===== src/hw/rtl/absolute_encoder_turn_tracker_core_defines.svh =====
// Assertion helpers for the turn tracker RTL.
`ifndef ABSOLUTE_ENCODER_TURN_TRACKER_CORE_DEFINES_SVH
`define ABSOLUTE_ENCODER_TURN_TRACKER_CORE_DEFINES_SVH

// Check a property on the rising clock edge, ignoring cycles in reset.
`define AETT_ASSERT(lbl, prop, msg) \
  lbl: assert property (@(posedge clk) disable iff (!rst_n) prop) else $error(msg);

// Check a property on every rising clock edge, reset included.
`define AETT_ASSERT_ALWAYS(lbl, prop, msg) \
  lbl: assert property (@(posedge clk) prop) else $error(msg);

`endif


===== src/hw/rtl/aett_pkg.sv =====
package aett_pkg;

  localparam int unsigned POS_W       = 24;
  localparam int unsigned CV_W        = 25;
  localparam int unsigned CPR_W       = 16;
  localparam int unsigned ANG_W       = 17;
  localparam int unsigned DEBOUNCE_MS = 50;
  localparam int unsigned MS_W        = $clog2(DEBOUNCE_MS + 1);
  localparam int unsigned FULL_TURN   = 36000;
  localparam int unsigned SCALE_W     = 16;
  localparam int unsigned SHAFT_W     = 40;
  localparam int unsigned DVD_W       = SHAFT_W + SCALE_W;
  localparam int unsigned CNT_W       = $clog2(DVD_W + 1);
  localparam int unsigned CFG_W       = 17;
  localparam int unsigned CFG_IDX_W   = 3;

  typedef enum logic [2:0] {
    OP_READING     = 3'd0,
    OP_TICK        = 3'd1,
    OP_SET_TURN    = 3'd2,
    OP_SET_COUNTS  = 3'd3,
    OP_CLEAR_DIRTY = 3'd4,
    OP_ZERO        = 3'd5,
    OP_LOAD_TURN   = 3'd6
  } op_t;

  typedef enum logic [CFG_IDX_W-1:0] {
    CFG_CPR    = 3'd0,
    CFG_INVERT = 3'd1,
    CFG_AXMAX  = 3'd2,
    CFG_NUM    = 3'd3,
    CFG_DEN    = 3'd4
  } cfg_idx_t;

  typedef enum logic [1:0] {
    DIV_MOD  = 2'd0,
    DIV_ANG  = 2'd1,
    DIV_SCL  = 2'd2
  } div_sel_t;

  typedef struct packed {
    logic     load;
    logic     exec;
    logic     div_start;
    div_sel_t div_sel;
    logic     div_step;
    logic     apply;
    logic     mul;
    logic     fin;
  } cmd_t;

  typedef struct packed {
    logic need_mod;
    logic cpr_zero;
    logic div_done;
  } stat_t;

endpackage


===== src/hw/rtl/aett_in_if.sv =====
interface aett_in_if;
  logic                         valid;
  logic                         ready;
  logic [2:0]                   operation;
  logic [aett_pkg::POS_W-1:0]   position;
  logic                         reading_valid;
  logic                         turn_value;
  logic signed [aett_pkg::CV_W-1:0] counts_value;

  modport source (output valid, operation, position, reading_valid, turn_value,
                  counts_value, input ready);
  modport sink   (input valid, operation, position, reading_valid, turn_value,
                  counts_value, output ready);
endinterface


===== src/hw/rtl/aett_out_if.sv =====
interface aett_out_if;
  logic                         valid;
  logic                         ready;
  logic [aett_pkg::POS_W-1:0]   position_counts;
  logic [aett_pkg::POS_W-1:0]   extended_counts;
  logic [aett_pkg::ANG_W-1:0]   angle_deg01;
  logic                         angle_valid;
  logic                         turn;
  logic                         persist_request;

  modport source (output valid, position_counts, extended_counts, angle_deg01,
                  angle_valid, turn, persist_request, input ready);
  modport sink   (input valid, position_counts, extended_counts, angle_deg01,
                  angle_valid, turn, persist_request, output ready);
endinterface


===== src/hw/rtl/aett_ctrl.sv =====
module aett_ctrl (
  input  logic            clk,
  input  logic            rst_n,
  input  logic            in_valid,
  output logic            in_ready,
  output logic            out_valid,
  input  logic            out_ready,
  input  aett_pkg::stat_t stat,
  output aett_pkg::cmd_t  cmd
);

  typedef enum logic [3:0] {
    S_IDLE, S_DECODE, S_MOD, S_APPLY, S_RAW, S_DIV1, S_MUL, S_D2LD, S_DIV2, S_FIN
  } state_t;

  state_t state_r;
  logic   out_valid_r;

  assign in_ready  = (state_r == S_IDLE) && !out_valid_r;
  assign out_valid = out_valid_r;

  always_comb begin
    cmd = '0;
    cmd.div_sel = aett_pkg::DIV_MOD;
    unique case (state_r)
      S_IDLE:   cmd.load = in_valid && in_ready;
      S_DECODE: begin
        if (stat.need_mod) begin
          cmd.div_start = 1'b1;
        end else begin
          cmd.exec = 1'b1;
        end
      end
      S_MOD:    cmd.div_step = !stat.div_done;
      S_APPLY:  cmd.apply = 1'b1;
      S_RAW: begin
        cmd.div_start = !stat.cpr_zero;
        cmd.div_sel   = aett_pkg::DIV_ANG;
      end
      S_DIV1:   cmd.div_step = !stat.div_done;
      S_MUL:    cmd.mul = 1'b1;
      S_D2LD: begin
        cmd.div_start = 1'b1;
        cmd.div_sel   = aett_pkg::DIV_SCL;
      end
      S_DIV2:   cmd.div_step = !stat.div_done;
      S_FIN:    cmd.fin = 1'b1;
      default:  cmd = '0;
    endcase
  end

  always_ff @(posedge clk) begin
    if (!rst_n) begin
      state_r     <= S_IDLE;
      out_valid_r <= 1'b0;
    end else begin
      if (out_valid_r && out_ready) out_valid_r <= 1'b0;
      unique case (state_r)
        S_IDLE:   if (in_valid && in_ready) state_r <= S_DECODE;
        S_DECODE: state_r <= stat.need_mod ? S_MOD : S_RAW;
        S_MOD:    if (stat.div_done) state_r <= S_APPLY;
        S_APPLY:  state_r <= S_RAW;
        S_RAW:    state_r <= stat.cpr_zero ? S_FIN : S_DIV1;
        S_DIV1:   if (stat.div_done) state_r <= S_MUL;
        S_MUL:    state_r <= S_D2LD;
        S_D2LD:   state_r <= S_DIV2;
        S_DIV2:   if (stat.div_done) state_r <= S_FIN;
        S_FIN: begin
          out_valid_r <= 1'b1;
          state_r     <= S_IDLE;
        end
        default:  state_r <= S_IDLE;
      endcase
    end
  end

endmodule


===== src/hw/rtl/aett_dp.sv =====
module aett_dp (
  input  logic                            clk,
  input  logic                            rst_n,
  input  logic                            cfg_we,
  input  logic [aett_pkg::CFG_IDX_W-1:0]  cfg_index,
  input  logic [aett_pkg::CFG_W-1:0]      cfg_data,
  input  logic [2:0]                      in_operation,
  input  logic [aett_pkg::POS_W-1:0]      in_position,
  input  logic                            in_reading_valid,
  input  logic                            in_turn_value,
  input  logic signed [aett_pkg::CV_W-1:0] in_counts_value,
  input  aett_pkg::cmd_t                  cmd,
  output aett_pkg::stat_t                 stat,
  output logic [aett_pkg::POS_W-1:0]      out_position_counts,
  output logic [aett_pkg::POS_W-1:0]      out_extended_counts,
  output logic [aett_pkg::ANG_W-1:0]      out_angle_deg01,
  output logic                            out_angle_valid,
  output logic                            out_turn,
  output logic                            out_persist_request
);

  // configuration
  logic [aett_pkg::CPR_W-1:0]   cpr_r, num_r, den_r;
  logic                         inv_r;
  logic [aett_pkg::ANG_W-1:0]   axmax_r;

  // captured item
  logic [2:0]                       op_r;
  logic [aett_pkg::POS_W-1:0]       pos_r;
  logic                             rv_r, tv_r;
  logic signed [aett_pkg::CV_W-1:0] cv_r;

  // tracker state
  logic [aett_pkg::POS_W-1:0] cur_r;
  logic                       have_prev_r, turn_r, seen_r, dirty_r, chk_r;
  logic [aett_pkg::MS_W-1:0]  ms_r;

  // serial divider
  logic [aett_pkg::DVD_W-1:0] quo_r;
  logic [aett_pkg::CPR_W-1:0] rem_r, dvs_r;
  logic [aett_pkg::CNT_W-1:0] cnt_r;
  logic [aett_pkg::DVD_W-1:0] prod_r;

  logic [aett_pkg::CPR_W:0]   trial;
  logic                       ge;
  logic [aett_pkg::CPR_W-1:0] num_eff, den_eff;
  logic [aett_pkg::SHAFT_W-1:0] shaft_prod;

  // reading apply
  logic [aett_pkg::POS_W-1:0] m;
  logic [aett_pkg::CPR_W-1:0] half;
  logic                       nt;

  // finish
  logic [aett_pkg::ANG_W-1:0] amax, overlap;
  logic                       clr, turn_f, dirty_f, avalid;
  logic [aett_pkg::MS_W-1:0]  ms_f;
  logic [aett_pkg::ANG_W:0]   ang_sum;
  logic [aett_pkg::ANG_W-1:0] ang;

  logic [aett_pkg::POS_W-1:0] sc_clamp;

  assign num_eff = (num_r == '0) ? aett_pkg::CPR_W'(1) : num_r;
  assign den_eff = (den_r == '0) ? aett_pkg::CPR_W'(1) : den_r;
  assign shaft_prod = aett_pkg::SHAFT_W'(cur_r) *
                      aett_pkg::SHAFT_W'(aett_pkg::FULL_TURN);

  assign trial = {rem_r, quo_r[aett_pkg::DVD_W-1]};
  assign ge    = trial >= {1'b0, dvs_r};

  assign stat.need_mod = (op_r == aett_pkg::OP_READING) && rv_r && (cpr_r != '0);
  assign stat.cpr_zero = (cpr_r == '0);
  assign stat.div_done = (cnt_r == '0);

  always_comb begin
    m = aett_pkg::POS_W'(rem_r);
    if (inv_r && rem_r != '0) m = aett_pkg::POS_W'(cpr_r - rem_r);
    half = cpr_r >> 1;
    nt = turn_r;
    if (cur_r > m && (cur_r - m) > aett_pkg::POS_W'(half)) nt = 1'b1;
    else if (m > cur_r && (m - cur_r) > aett_pkg::POS_W'(half)) nt = 1'b0;
  end

  always_comb begin
    if (cv_r < 0) begin
      sc_clamp = '0;
    end else if (cpr_r != '0 && cv_r[aett_pkg::POS_W-1:0] >= aett_pkg::POS_W'(cpr_r)) begin
      sc_clamp = aett_pkg::POS_W'(cpr_r - aett_pkg::CPR_W'(1));
    end else begin
      sc_clamp = cv_r[aett_pkg::POS_W-1:0];
    end
  end

  always_comb begin
    amax    = (axmax_r == '0) ? aett_pkg::ANG_W'(aett_pkg::FULL_TURN) : axmax_r;
    overlap = (amax > aett_pkg::ANG_W'(aett_pkg::FULL_TURN)) ?
              amax - aett_pkg::ANG_W'(aett_pkg::FULL_TURN) : '0;
    clr     = chk_r && turn_r && (quo_r > aett_pkg::DVD_W'(overlap));
    turn_f  = turn_r && !clr;
    dirty_f = dirty_r || clr;
    ms_f    = clr ? '0 : ms_r;
    avalid  = seen_r && (cpr_r != '0);
    ang_sum = aett_pkg::ANG_W'(quo_r) +
              (turn_f ? (aett_pkg::ANG_W+1)'(aett_pkg::FULL_TURN) : '0);
    if (!avalid) ang = '0;
    else if (quo_r > aett_pkg::DVD_W'(amax)) ang = amax;
    else if (ang_sum > (aett_pkg::ANG_W+1)'(amax)) ang = amax;
    else ang = ang_sum[aett_pkg::ANG_W-1:0];
  end

  always_ff @(posedge clk) begin
    if (!rst_n) begin
      cpr_r       <= aett_pkg::CPR_W'(4096);
      inv_r       <= 1'b0;
      axmax_r     <= '0;
      num_r       <= aett_pkg::CPR_W'(1);
      den_r       <= aett_pkg::CPR_W'(1);
      cur_r       <= '0;
      have_prev_r <= 1'b0;
      turn_r      <= 1'b0;
      seen_r      <= 1'b0;
      dirty_r     <= 1'b0;
      ms_r        <= '0;
      chk_r       <= 1'b0;
      cnt_r       <= '0;
      op_r        <= 3'(aett_pkg::OP_TICK);
      rv_r        <= 1'b0;
    end else begin
      if (cfg_we) begin
        unique case (aett_pkg::cfg_idx_t'(cfg_index))
          aett_pkg::CFG_CPR:    cpr_r   <= cfg_data[aett_pkg::CPR_W-1:0];
          aett_pkg::CFG_INVERT: inv_r   <= cfg_data[0];
          aett_pkg::CFG_AXMAX:  axmax_r <= cfg_data[aett_pkg::ANG_W-1:0];
          aett_pkg::CFG_NUM:    num_r   <= cfg_data[aett_pkg::CPR_W-1:0];
          aett_pkg::CFG_DEN:    den_r   <= cfg_data[aett_pkg::CPR_W-1:0];
          default: ;
        endcase
      end

      if (cmd.load) begin
        op_r  <= in_operation;
        pos_r <= in_position;
        rv_r  <= in_reading_valid;
        tv_r  <= in_turn_value;
        cv_r  <= in_counts_value;
        chk_r <= 1'b0;
      end

      if (cmd.exec) begin
        case (aett_pkg::op_t'(op_r))
          aett_pkg::OP_READING: begin
            if (rv_r) begin
              seen_r      <= 1'b1;
              cur_r       <= pos_r;
              have_prev_r <= 1'b1;
            end
          end
          aett_pkg::OP_TICK: begin
            if (ms_r < aett_pkg::MS_W'(aett_pkg::DEBOUNCE_MS)) ms_r <= ms_r + 1'b1;
          end
          aett_pkg::OP_SET_TURN: begin
            if (turn_r != tv_r) begin
              turn_r <= tv_r; dirty_r <= 1'b1; ms_r <= '0;
            end
          end
          aett_pkg::OP_SET_COUNTS: begin
            cur_r       <= sc_clamp;
            have_prev_r <= 1'b1;
          end
          aett_pkg::OP_CLEAR_DIRTY: dirty_r <= 1'b0;
          aett_pkg::OP_ZERO: begin
            if (turn_r) begin
              turn_r <= 1'b0; dirty_r <= 1'b1; ms_r <= '0;
            end
          end
          aett_pkg::OP_LOAD_TURN: begin
            turn_r <= tv_r; dirty_r <= 1'b0; ms_r <= '0;
          end
          default: ;
        endcase
      end

      if (cmd.apply) begin
        seen_r      <= 1'b1;
        have_prev_r <= 1'b1;
        cur_r       <= m;
        chk_r       <= 1'b1;
        if (have_prev_r && nt != turn_r) begin
          turn_r <= nt; dirty_r <= 1'b1; ms_r <= '0;
        end
      end

      if (cmd.div_start) begin
        rem_r <= '0;
        case (cmd.div_sel)
          aett_pkg::DIV_MOD: begin
            quo_r <= {pos_r, (aett_pkg::DVD_W-aett_pkg::POS_W)'(0)};
            cnt_r <= aett_pkg::CNT_W'(aett_pkg::POS_W);
            dvs_r <= cpr_r;
          end
          aett_pkg::DIV_ANG: begin
            quo_r <= {shaft_prod, (aett_pkg::DVD_W-aett_pkg::SHAFT_W)'(0)};
            cnt_r <= aett_pkg::CNT_W'(aett_pkg::SHAFT_W);
            dvs_r <= cpr_r;
          end
          default: begin
            quo_r <= prod_r;
            cnt_r <= aett_pkg::CNT_W'(aett_pkg::DVD_W);
            dvs_r <= den_eff;
          end
        endcase
      end else if (cmd.div_step) begin
        rem_r <= ge ? aett_pkg::CPR_W'(trial - {1'b0, dvs_r}) : trial[aett_pkg::CPR_W-1:0];
        quo_r <= {quo_r[aett_pkg::DVD_W-2:0], ge};
        cnt_r <= cnt_r - 1'b1;
      end

      if (cmd.fin) begin
        turn_r  <= turn_f;
        dirty_r <= dirty_f;
        ms_r    <= ms_f;
      end
    end
  end

  always_ff @(posedge clk) begin
    if (cmd.mul) begin
      prod_r <= aett_pkg::DVD_W'(quo_r[aett_pkg::SHAFT_W-1:0]) * aett_pkg::DVD_W'(num_eff);
    end
    if (cmd.fin) begin
      out_position_counts <= cur_r;
      out_extended_counts <= (cpr_r == '0) ? cur_r :
                             cur_r + (turn_f ? aett_pkg::POS_W'(cpr_r) : '0);
      out_angle_deg01     <= ang;
      out_angle_valid     <= avalid;
      out_turn            <= turn_f;
      out_persist_request <= dirty_f && (ms_f >= aett_pkg::MS_W'(aett_pkg::DEBOUNCE_MS));
    end
  end

endmodule


===== src/hw/rtl/absolute_encoder_turn_tracker_core.sv =====
// Absolute encoder turn tracker.
// Input channel in_ch carries one command item: a reading, a millisecond tick,
// set turn, set counts, clear dirty, zero or load turn. Every accepted item
// yields exactly one result item on out_ch with the position, the extended
// counts, the clamped angle in 0.01 degrees, the turn flag and the persist
// request, all as they stand after the command.
// Processing: a valid reading with nonzero counts per revolution runs a
// 24-step modulo, a 40-step angle divide and a 56-step scale divide, all
// on one shared radix-2 divider; other items run only the angle and
// scale divides; with counts per revolution zero, no divide runs. The
// block works on one item at a time and takes a new one in the cycle after
// the previous result has left the output register.
// Reset (rst_n low, synchronous) loads the register defaults (4096 counts,
// scale 1/1, axis 360 degrees) and clears position, turn and dirty state.
// If the receiver stalls, the result is held in the output register and the
// input stays not ready until it is taken.
// Configuration: write cfg_data to register cfg_index while cfg_we is high;
// write only while the block is idle.
module absolute_encoder_turn_tracker_core (
  input  logic                           clk,
  input  logic                           rst_n,
  aett_in_if.sink                        in_ch,
  aett_out_if.source                     out_ch,
  input  logic                           cfg_we,
  input  logic [aett_pkg::CFG_IDX_W-1:0] cfg_index,
  input  logic [aett_pkg::CFG_W-1:0]     cfg_data
);

`include "absolute_encoder_turn_tracker_core_defines.svh"

  aett_pkg::cmd_t  cmd;
  aett_pkg::stat_t stat;

  // sequence the item through the shared divider
  aett_ctrl u_ctrl (
    .clk       (clk),
    .rst_n     (rst_n),
    .in_valid  (in_ch.valid),
    .in_ready  (in_ch.ready),
    .out_valid (out_ch.valid),
    .out_ready (out_ch.ready),
    .stat      (stat),
    .cmd       (cmd)
  );

  // hold config, tracker state, divider and result register
  aett_dp u_dp (
    .clk                 (clk),
    .rst_n               (rst_n),
    .cfg_we              (cfg_we),
    .cfg_index           (cfg_index),
    .cfg_data            (cfg_data),
    .in_operation        (in_ch.operation),
    .in_position         (in_ch.position),
    .in_reading_valid    (in_ch.reading_valid),
    .in_turn_value       (in_ch.turn_value),
    .in_counts_value     (in_ch.counts_value),
    .cmd                 (cmd),
    .stat                (stat),
    .out_position_counts (out_ch.position_counts),
    .out_extended_counts (out_ch.extended_counts),
    .out_angle_deg01     (out_ch.angle_deg01),
    .out_angle_valid     (out_ch.angle_valid),
    .out_turn            (out_ch.turn),
    .out_persist_request (out_ch.persist_request)
  );

  `AETT_ASSERT(a_one_at_a_time, (in_ch.valid && in_ch.ready) |=> !in_ch.ready, "item accepted while busy")
  `AETT_ASSERT(a_no_accept_with_result, (in_ch.valid && in_ch.ready) |-> !out_ch.valid, "item accepted over a pending result")
  `AETT_ASSERT(a_angle_zero_invalid, (out_ch.valid && !out_ch.angle_valid) |-> (out_ch.angle_deg01 == '0), "angle nonzero without valid")

endmodule


===== src/flat_wrapper.sv =====
// flat-port wrapper written by rule: the top's interface ports become plain ports
module absolute_encoder_turn_tracker_core_flat 
  (clk, rst_n, cfg_we, cfg_index, cfg_data, in_ch_valid, in_ch_operation, in_ch_position, in_ch_reading_valid, in_ch_turn_value, in_ch_counts_value, in_ch_ready, out_ch_valid, out_ch_position_counts, out_ch_extended_counts, out_ch_angle_deg01, out_ch_angle_valid, out_ch_turn, out_ch_persist_request, out_ch_ready);
  aett_in_if in_ch_i ();
  aett_out_if out_ch_i ();
  input  logic clk;
  input  logic rst_n;
  input  logic cfg_we;
  input  logic [aett_pkg::CFG_IDX_W-1:0] cfg_index;
  input  logic [aett_pkg::CFG_W-1:0] cfg_data;
  input wire logic [$bits(in_ch_i.valid)-1:0] in_ch_valid;
  input wire logic [$bits(in_ch_i.operation)-1:0] in_ch_operation;
  input wire logic [$bits(in_ch_i.position)-1:0] in_ch_position;
  input wire logic [$bits(in_ch_i.reading_valid)-1:0] in_ch_reading_valid;
  input wire logic [$bits(in_ch_i.turn_value)-1:0] in_ch_turn_value;
  input wire logic [$bits(in_ch_i.counts_value)-1:0] in_ch_counts_value;
  output wire logic [$bits(in_ch_i.ready)-1:0] in_ch_ready;
  output wire logic [$bits(out_ch_i.valid)-1:0] out_ch_valid;
  output wire logic [$bits(out_ch_i.position_counts)-1:0] out_ch_position_counts;
  output wire logic [$bits(out_ch_i.extended_counts)-1:0] out_ch_extended_counts;
  output wire logic [$bits(out_ch_i.angle_deg01)-1:0] out_ch_angle_deg01;
  output wire logic [$bits(out_ch_i.angle_valid)-1:0] out_ch_angle_valid;
  output wire logic [$bits(out_ch_i.turn)-1:0] out_ch_turn;
  output wire logic [$bits(out_ch_i.persist_request)-1:0] out_ch_persist_request;
  input wire logic [$bits(out_ch_i.ready)-1:0] out_ch_ready;
  assign in_ch_i.valid = in_ch_valid;
  assign in_ch_i.operation = in_ch_operation;
  assign in_ch_i.position = in_ch_position;
  assign in_ch_i.reading_valid = in_ch_reading_valid;
  assign in_ch_i.turn_value = in_ch_turn_value;
  assign in_ch_i.counts_value = in_ch_counts_value;
  assign in_ch_ready = in_ch_i.ready;
  assign out_ch_valid = out_ch_i.valid;
  assign out_ch_position_counts = out_ch_i.position_counts;
  assign out_ch_extended_counts = out_ch_i.extended_counts;
  assign out_ch_angle_deg01 = out_ch_i.angle_deg01;
  assign out_ch_angle_valid = out_ch_i.angle_valid;
  assign out_ch_turn = out_ch_i.turn;
  assign out_ch_persist_request = out_ch_i.persist_request;
  assign out_ch_i.ready = out_ch_ready;
  absolute_encoder_turn_tracker_core u_core (.clk(clk), .rst_n(rst_n), .in_ch(in_ch_i), .out_ch(out_ch_i), .cfg_we(cfg_we), .cfg_index(cfg_index), .cfg_data(cfg_data));
endmodule

===== config.mk =====
export PLATFORM = sky130hd
export DESIGN_NAME = absolute_encoder_turn_tracker_core_flat
export DESIGN_NICKNAME = d
export VERILOG_FILES = /design/src/hw/rtl/aett_pkg.sv /design/src/hw/rtl/aett_in_if.sv /design/src/hw/rtl/aett_out_if.sv /design/src/hw/rtl/aett_ctrl.sv /design/src/hw/rtl/aett_dp.sv /design/src/hw/rtl/absolute_encoder_turn_tracker_core.sv /design/src/flat_wrapper.sv
export VERILOG_INCLUDE_DIRS = /design/src /design/src/hw/rtl
export SDC_FILE = /design/constraint.sdc
export NUM_CORES = 2
export LEC_CHECK = 0
export BUFFER_PORTS_ARGS = -buffer_cell sky130_fd_sc_hd__buf_2
export CORE_MARGIN = 5
export CORE_UTILIZATION = 45
export DETAILED_ROUTE_END_ITERATION = 8
export HOLD_SLACK_MARGIN = 0.02
export PLACE_DENSITY_LB_ADDON = 0.25
export SYNTH_ARGS = -nofsm -noshare
export SYNTH_HDL_FRONTEND = slang
export SYNTH_SLANG_ARGS = --single-unit

===== constraint.sdc =====
create_clock -name clk -period 11.1 [get_ports clk]
set_input_delay 1.11 -clock clk [delete_from_list [all_inputs] [get_ports clk]]
set_output_delay 1.11 -clock clk [all_outputs]
set_load 0.02 [all_outputs]

# Word-level counts from Yosys, hierarchy flattened
# Index checks and enable logic that the tools add are counted.
dict set report word_totals {
  register_bits 378
  out_inout_bits 70
}
dict set report classes {
  reduce_logical 52
  multipliers 2
  muxes 77
  addsub 10
  eq_ne 27
  magnitude_cmp 13
}
# op count
set op_table {}
lappend op_table {{$mux 24} 7}
lappend op_table {{$gt 56x17->1} 2}
lappend op_table {{$mux 16} 7}
lappend op_table {{$mux 56} 2}
lappend op_table {{$pmux 56 s2} 1}
lappend op_table {{$mux 17} 4}
lappend op_table {{$mux 6} 10}
lappend op_table {{$mul 40x16->56} 1}
lappend op_table {{$gt 24x15->1} 2}
lappend op_table {{$gt 24x24->1} 2}
lappend op_table {{$logic_not 16->1} 3}
lappend op_table {{$pmux 24 s2} 1}
lappend op_table {{$sub 24x24->24} 2}
lappend op_table {{$pmux 4 s9} 1}
lappend op_table {{$mul 24x11->35 const B} 1}
lappend op_table {{$reduce_bool 16->1} 2}
lappend op_table {{$mux 1} 31}
lappend op_table {{$lt 25x1->1 const B} 1}
lappend op_table {{$add 24x16->24} 1}
lappend op_table {{$ge 24x16->1} 1}
lappend op_table {{$pmux 6 s4} 1}
lappend op_table {{$mux 4} 5}
lappend op_table {{$add 17x16->18} 1}
lappend op_table {{$gt 18x17->1} 1}
lappend op_table {{other kinds (42)} 91}

# Logic depth before layout (Yosys ltp)
dict set report logic_depth {
  depth_word 13
  depth_mapped 42
  mapped_depth_nobuf 38
}

# By module
# From an unflattened synthesis, not the netlist that was laid out.
dict set report unflattened {
  hier_cells 5194
  hier_area_um2 47062.6
}
# mod seq_area_each_um2 area_each_um2 cells_each instances
set modules_own_cells {}
lappend modules_own_cells {aett_dp 10089.7 46641.0 5143 1}
lappend modules_own_cells {aett_ctrl 100.1 421.7 51 1}

# Worst setup path after synthesis
# Ideal clock, no wire load.
dict set report synth_timing {
  path_kind {flip-flop to flip-flop}
  from {register u_core.u_dp.axmax_r[16] in the netlist's numbering}
  to {register u_core.u_dp.out_angle_deg01[12] in the netlist's numbering, data pin}
  arrival_time_ns 7.718
  setup_ns 0.266
  slack_ns 3.117
  path_buffers 4
  stages_incl_launch_ff 42
  required_time_ns 10.834
  path_cell_list {dfxtp_1 buf_6 nor4_1 nand3_1 nor2_2 nor2_1 ha_1 o21ai_1 o21ai_0 nor2_1 o21ai_0 a21oi_1 or2_2 clkbuf_1 buf_2 nand2_1 ha_1 nor2b_1 [... 6 more ...] a21oi_1 nor2_1 ha_1 a21o_1 a41o_1 a21oi_1 nand2b_1 xnor2_1 ha_1 a21o_1 a211o_1 or3_1 o21ai_0 o311ai_4 nor2_8 buf_12 mux2i_1 nor2_1}
}
dict set report synth_between {
  elab_chain_len 13
  word_cells_on_any_way 15
}
# element line
set synth_lines {}
lappend synth_lines {{from (decl)} aett_dp.sv:25} ;# logic [aett_pkg::ANG_W-1:0] axmax_r;
lappend synth_lines {{from (signal assigned)} aett_dp.sv:133} ;# aett_pkg::CFG_AXMAX: axmax_r <= cfg_data[aett_pkg::ANG_W-1:0];
lappend synth_lines {{$logic_not 17->1} aett_dp.sv:95} ;# amax = (axmax_r == '0) ? aett_pkg::ANG_W'(aett_pkg::FULL_TURN) : axmax_r;
lappend synth_lines {{$mux 17 *} aett_dp.sv:95}
lappend synth_lines {{$sub 17x16->17 or $gt 17x16->1 (tied branches)} {aett_dp.sv:97, aett_dp.sv:96}}
lappend synth_lines {{$mux 17 *} aett_dp.sv:96} ;# overlap = (amax > aett_pkg::ANG_W'(aett_pkg::FULL_TURN)) ?
lappend synth_lines {{$gt 56x17->1 *} aett_dp.sv:98} ;# clr = chk_r && turn_r && (quo_r > aett_pkg::DVD_W'(overlap));
lappend synth_lines {{$logic_and 1x1->1 *} aett_dp.sv:98}
lappend synth_lines {{$logic_not 1->1 *} aett_dp.sv:99} ;# turn_f = turn_r && !clr;
lappend synth_lines {{$logic_and 1x1->1 *} aett_dp.sv:99}
lappend synth_lines {{via u_core.u_dp.turn_f} aett_dp.sv:56} ;# logic clr, turn_f, dirty_f, avalid;
lappend synth_lines {{$mux 16 *} aett_dp.sv:104} ;# (turn_f ? (aett_pkg::ANG_W+1)'(aett_pkg::FULL_TURN) : '0);
lappend synth_lines {{$add 17x16->18 *} aett_dp.sv:103} ;# ang_sum = aett_pkg::ANG_W'(quo_r) +
lappend synth_lines {{$gt 18x17->1} aett_dp.sv:107} ;# else if (ang_sum > (aett_pkg::ANG_W+1)'(amax)) ang = amax;
lappend synth_lines {{$mux 17 *} aett_dp.sv:107}
lappend synth_lines {{$mux 17 *} aett_dp.sv:106} ;# else if (quo_r > aett_pkg::DVD_W'(amax)) ang = amax;
lappend synth_lines {{to (signal assigned)} aett_dp.sv:234} ;# out_angle_deg01 <= ang;
lappend synth_lines {{to (decl)} aett_dp.sv:16} ;# output logic [aett_pkg::ANG_W-1:0] out_angle_deg01,
# The timed path passes the listed nets; every way through them passes the cells marked *.
# A chain may end at the register's enable or synchronous reset.

# Worst setup path after layout
dict set report layout_timing {
  from {register u_core.u_dp.axmax_r[2] in the netlist's numbering}
  to {register u_core.u_dp.out_angle_deg01[4] in the netlist's numbering, data pin}
}
dict set report layout_between {
  elab_chain_len 13
  word_cells_on_any_way 15
}
# element line
set layout_lines {}
lappend layout_lines {{$logic_not 17->1} aett_dp.sv:95}
lappend layout_lines {{$mux 17 *} aett_dp.sv:95}
lappend layout_lines {{$sub 17x16->17 or $gt 17x16->1 (tied branches)} {aett_dp.sv:97, aett_dp.sv:96}}
lappend layout_lines {{$mux 17 *} aett_dp.sv:96}
lappend layout_lines {{$gt 56x17->1 *} aett_dp.sv:98}
lappend layout_lines {{$logic_and 1x1->1 *} aett_dp.sv:98}
lappend layout_lines {{$logic_not 1->1 *} aett_dp.sv:99}
lappend layout_lines {{$logic_and 1x1->1 *} aett_dp.sv:99}
lappend layout_lines {{via u_core.u_dp.turn_f} aett_dp.sv:56}
lappend layout_lines {{$mux 16 *} aett_dp.sv:104}
lappend layout_lines {{$add 17x16->18 *} aett_dp.sv:103}
lappend layout_lines {{$gt 18x17->1 *} aett_dp.sv:107}
lappend layout_lines {{$mux 17 *} aett_dp.sv:107}
lappend layout_lines {{$mux 17 *} aett_dp.sv:106}
# Marks and branches as above.

==> results.json <==
{
  "post-cts-setup-buffers": 0,
  "dieWidth_um": 335,
  "via_count": 38300,
  "drt_iter0_markers": 3159,
  "grt_usage_pct": 25.9,
  "path_clk_slew_ns": 0.06,
  "synth_seq_area_share_pct": 21.5,
  "reg2reg_depth": 38,
  "clk_path_buf_depth": 3,
  "area_delta_synth_final_pct": 7.38,
  "cts_sinks": 378,
  "fin_skew_ns": 0.0397,
  "finalCritPeriodShare_pct": 86.3,
  "dp_hpwl_mm": 110,
  "ctsRootBufferMaster": "clkbuf_16",
  "io_pins": 149,
  "synth-edff-count": 262,
  "tritoncts": "built",
  "numPortBuffers": 148,
  "vdd_drop_max_mv": 0.168,
  "min-delay-start": "u_core.u_dp.den_r[12]$_SDFFE_PN0P_",
  "ant_nets": 0,
  "finalWirelength_mm": 147,
  "drv_cap": 0,
  "start_util_pct": 45.2,
  "syn_area_um2": 47400,
  "final_area_um2": 50900,
  "synth_top_cell_area_share_pct": 25.0,
  "postSynthRegisterBits": 378,
  "rr_startpoint": "u_core.u_dp.axmax_r[2]$_SDFFE_PN0P_",
  "dp_slack_ns": 1.64,
  "max_slew_margin_pct": 16.2,
  "cts.htree.levels": 2,
  "synth_area_leaders": "fa_1 (25%), edfxtp_1 (17%), ha_1 (12%)",
  "whs_ns": 0.477,
  "worst_pin_slew_ns": 1.25,
  "synth_ff_type": "edfxtp_1",
  "cellLeakagePower_nw": 22.6,
  "chipHeight_um": 335,
  "netlist.top_cell.by_area": "fa_1",
  "syn_nets": 6443,
  "synth_cell_types": 99,
  "layout.nets": 6437,
  "min_period_ns": 9.57,
  "antenna_found_initial": 2,
  "status": "finished clean",
  "rows": 119,
  "yosysWarnings": 0,
  "power.density_nw_per_um2": 120,
  "cts_hold_buf": 0,
  "min_path_type": "reg2reg",
  "startpoint_type": "flip-flop",
  "rsz0062_at_grt": "no",
  "critPathMaxFanout": 19,
  "clk_latency_ns": 0.62,
  "r2r_slack_ns": 1.53,
  "fill_cells": 10000,
  "slowest_delay_ns": 0.80,
  "layout-drive-gt1-share_pct": 6.67,
  "globalRouteOverflowTotal": 0,
  "slew_violations": 0,
  "critPathKind": "reg2reg",
  "avgSynthCellArea_um2": 8.93,
  "grt_first_pass_wirelength_mm": 227,
  "grt_max_degree": 75,
  "setup_tns_ns": 0,
  "drc": 0,
  "core_um2": 105000,
  "finalSetupViolations": 0,
  "viasPerCell": 5.70,
  "regToRegEndpoint": "u_core.u_dp.out_angle_deg01[4]$_SDFFCE_PN0P_",
  "cp.arrival_ns": 9.91,
  "max_freq_mhz": 104,
  "finalHoldViolations": 0,
  "slowest_stage": "a21oi_2",
  "die_area_um2": 112000,
  "cts-resized-gates": 0,
  "holdPathEnd": "u_core.u_dp.den_r[12]$_SDFFE_PN0P_",
  "wl_per_cell_um": 21.8,
  "hold_depth": 2,
  "numCtsBuffers": 45,
  "globalplace.congestion": 0.951,
  "critPathMostFrequentCell": "a21o_1",
  "place_area_um2": 49400,
  "firstDrtPassIters": 6,
  "async_flop_share_pct": 0,
  "final_critical_path_setup_slack_ns": 1.53,
  "fin_util_pct": 48.5,
  "end_kind": "flip-flop",
  "grt_pass1_vias": 38700,
  "required_ns": 11.43,
  "synthCells": 5308
}
[power breakdown]
| part | switching [W] | leakage, nW | internal (W) |
|---|---|---|---|
| Combinational | 0.00165 | 18.5 | 0.000962 |
| Sequential | 0.000223 | 3.34 | 0.00171 |
| Clock | 0.000675 | 0.752 | 0.000876 |
[placed cells by master, fill, tap and decap left out, types with 25 or more instances in the layout]
master	netlist	layout
nand2_1	884	884
inv_1	770	769
fa_1	592	592
ha_1	464	464
a21oi_1	294	292
edfxtp_1	262	262
nor2_1	218	215
o21ai_0	201	201
and2_1	174	174
buf_2	21	148
xnor2_1	121	121
dfxtp_1	116	114
a21o_1	98	98
nor3_1	79	77
buf_4	1	70
nand3_1	70	69
xor2_1	49	49
clkbuf_16	0	46
and3_1	40	40
mux2i_1	38	38
nor4_1	37	37
o21a_1	37	37
nand4_1	35	35
nand2b_1	34	34
o211ai_1	31	31
a31oi_1	30	30
a211oi_1	30	30
or3_1	27	27
o31ai_1	27	27
o21bai_1	25	25
[cell families after synthesis]
family	Yosys count	share of synthesized area, %
flops	378	21.5
compound gates	939	12.6
simple gates	1679	16.2
mux	42	0.903
fa+ha+maj	1057	37.3
xor+xnor	170	3.14
buf+inv	1043	8.39
[worst max-delay path, delay by kind of cell, from the launching register on]
family	cells	cell delay, ns
adder cells (fa/ha/maj)	5	1.41
XOR/XNOR	1	0.16
multiplexers	1	0.26
AO/OA/AOI/OAI	19	3.81
AND/OR/NAND/NOR	12	3.23
flip-flops	1	0.37
[registers in the layout, summed over array words and instances (netlist names), 3 cells and up]
| signal | flops |
|---|---|
| u_core.u_dp.den_r | 16 |
| u_core.u_dp.op_r | 3 |
| u_core.u_dp.quo_r | 56 |
| u_core.u_dp.pos_r | 24 |
| u_core.u_dp.axmax_r | 17 |
| u_core.u_dp.cur_r | 24 |
| u_core.u_dp.rem_r | 16 |
| u_core.u_dp.dvs_r | 16 |
| u_core.u_ctrl.state_r | 4 |
| u_core.u_dp.ms_r | 6 |
| u_core.u_dp.cpr_r | 16 |
| u_core.u_dp.cnt_r | 6 |
| u_core.u_dp.out_angle_deg01 | 17 |
| u_core.u_dp.prod_r | 56 |
| u_core.u_dp.num_r | 16 |
| u_core.u_dp.out_extended_counts | 24 |
| u_core.u_dp.out_position_counts | 24 |
| u_core.u_dp.cv_r | 25 |
[per-layer routing]
metal | share of wire, % | global-route usage (%) | wire length (um) | vias up
li1 | - | - | - | 17500
met1 | 42 | 35.1 | 61700 | 19100
met2 | 46 | 42.4 | 68100 | 1507
met3 | 7.6 | 4.16 | 11100 | 304
met4 | 3.9 | 9.12 | 5690 | 4
met5 | 0.018 | 0 | 27 | -
[area by class of cell]
class / count / area, um^2 / share of cell area, %
antenna: 1 / 2.50 / 0.00492
inverter: 772 / 2900 / 5.70
timing repair buffer: 218 / 1270 / 2.49
sequential: 378 / 10200 / 20.0
clock buffer: 57 / 1240 / 2.44
multi-input combinational: 3887 / 33300 / 65.4
clock inverter: 27 / 270 / 0.531
tap: 1391 / 1740 / 3.42
[Yosys cell counts (34+ instances only)]
cell type / n
nand3_1: 70
a21o_1: 98
o21ai_0: 201
mux2i_1: 38
and2_1: 174
a21oi_1: 294
ha_1: 464
nand2b_1: 34
inv_1: 770
nor2_1: 218
o21a_1: 37
nand4_1: 35
dfxtp_1: 116
nor3_1: 79
xnor2_1: 121
edfxtp_1: 262
xor2_1: 49
nand2_1: 884
and3_1: 40
clkbuf_1: 232
nor4_1: 37
fa_1: 592
[stage by stage]
stage / power (W) / cells
final: 0.00609 / 6731
after global routing: 0.00649 / 6730
after CTS: 0.00609 / 6730
after detailed placement: 0.00452 / 6646
after global placement: 0.00449 / 6646
after floorplan: 0.00370 / 5308
[how the worst max path moves through the flow]
stage / from / to / slack [ns]
after global routing: u_core.u_dp.axmax_r[1]$_SDFFE_PN0P_ / u_core.u_dp.out_angle_deg01[12]$_SDFFCE_PN0P_ / 0.88
after CTS: u_core.u_dp.axmax_r[2]$_SDFFE_PN0P_ / u_core.u_dp.out_angle_deg01[4]$_SDFFCE_PN0P_ / 1.56
after detailed placement: u_core.u_dp.axmax_r[2]$_SDFFE_PN0P_ / u_core.u_dp.out_angle_deg01[4]$_SDFFCE_PN0P_ / 1.64
after global placement: u_core.u_dp.axmax_r[2]$_SDFFE_PN0P_ / u_core.u_dp.out_angle_deg01[15]$_SDFFCE_PN0P_ / 1.78
after floorplan: u_core.u_dp.axmax_r[16]$_SDFFE_PN0P_ / u_core.u_dp.out_angle_deg01[12]$_SDFFCE_PN0P_ / 3.12
final: u_core.u_dp.axmax_r[2]$_SDFFE_PN0P_ / u_core.u_dp.out_angle_deg01[4]$_SDFFCE_PN0P_ / 1.53
Note: power is estimated with default switching activity, not from simulation.
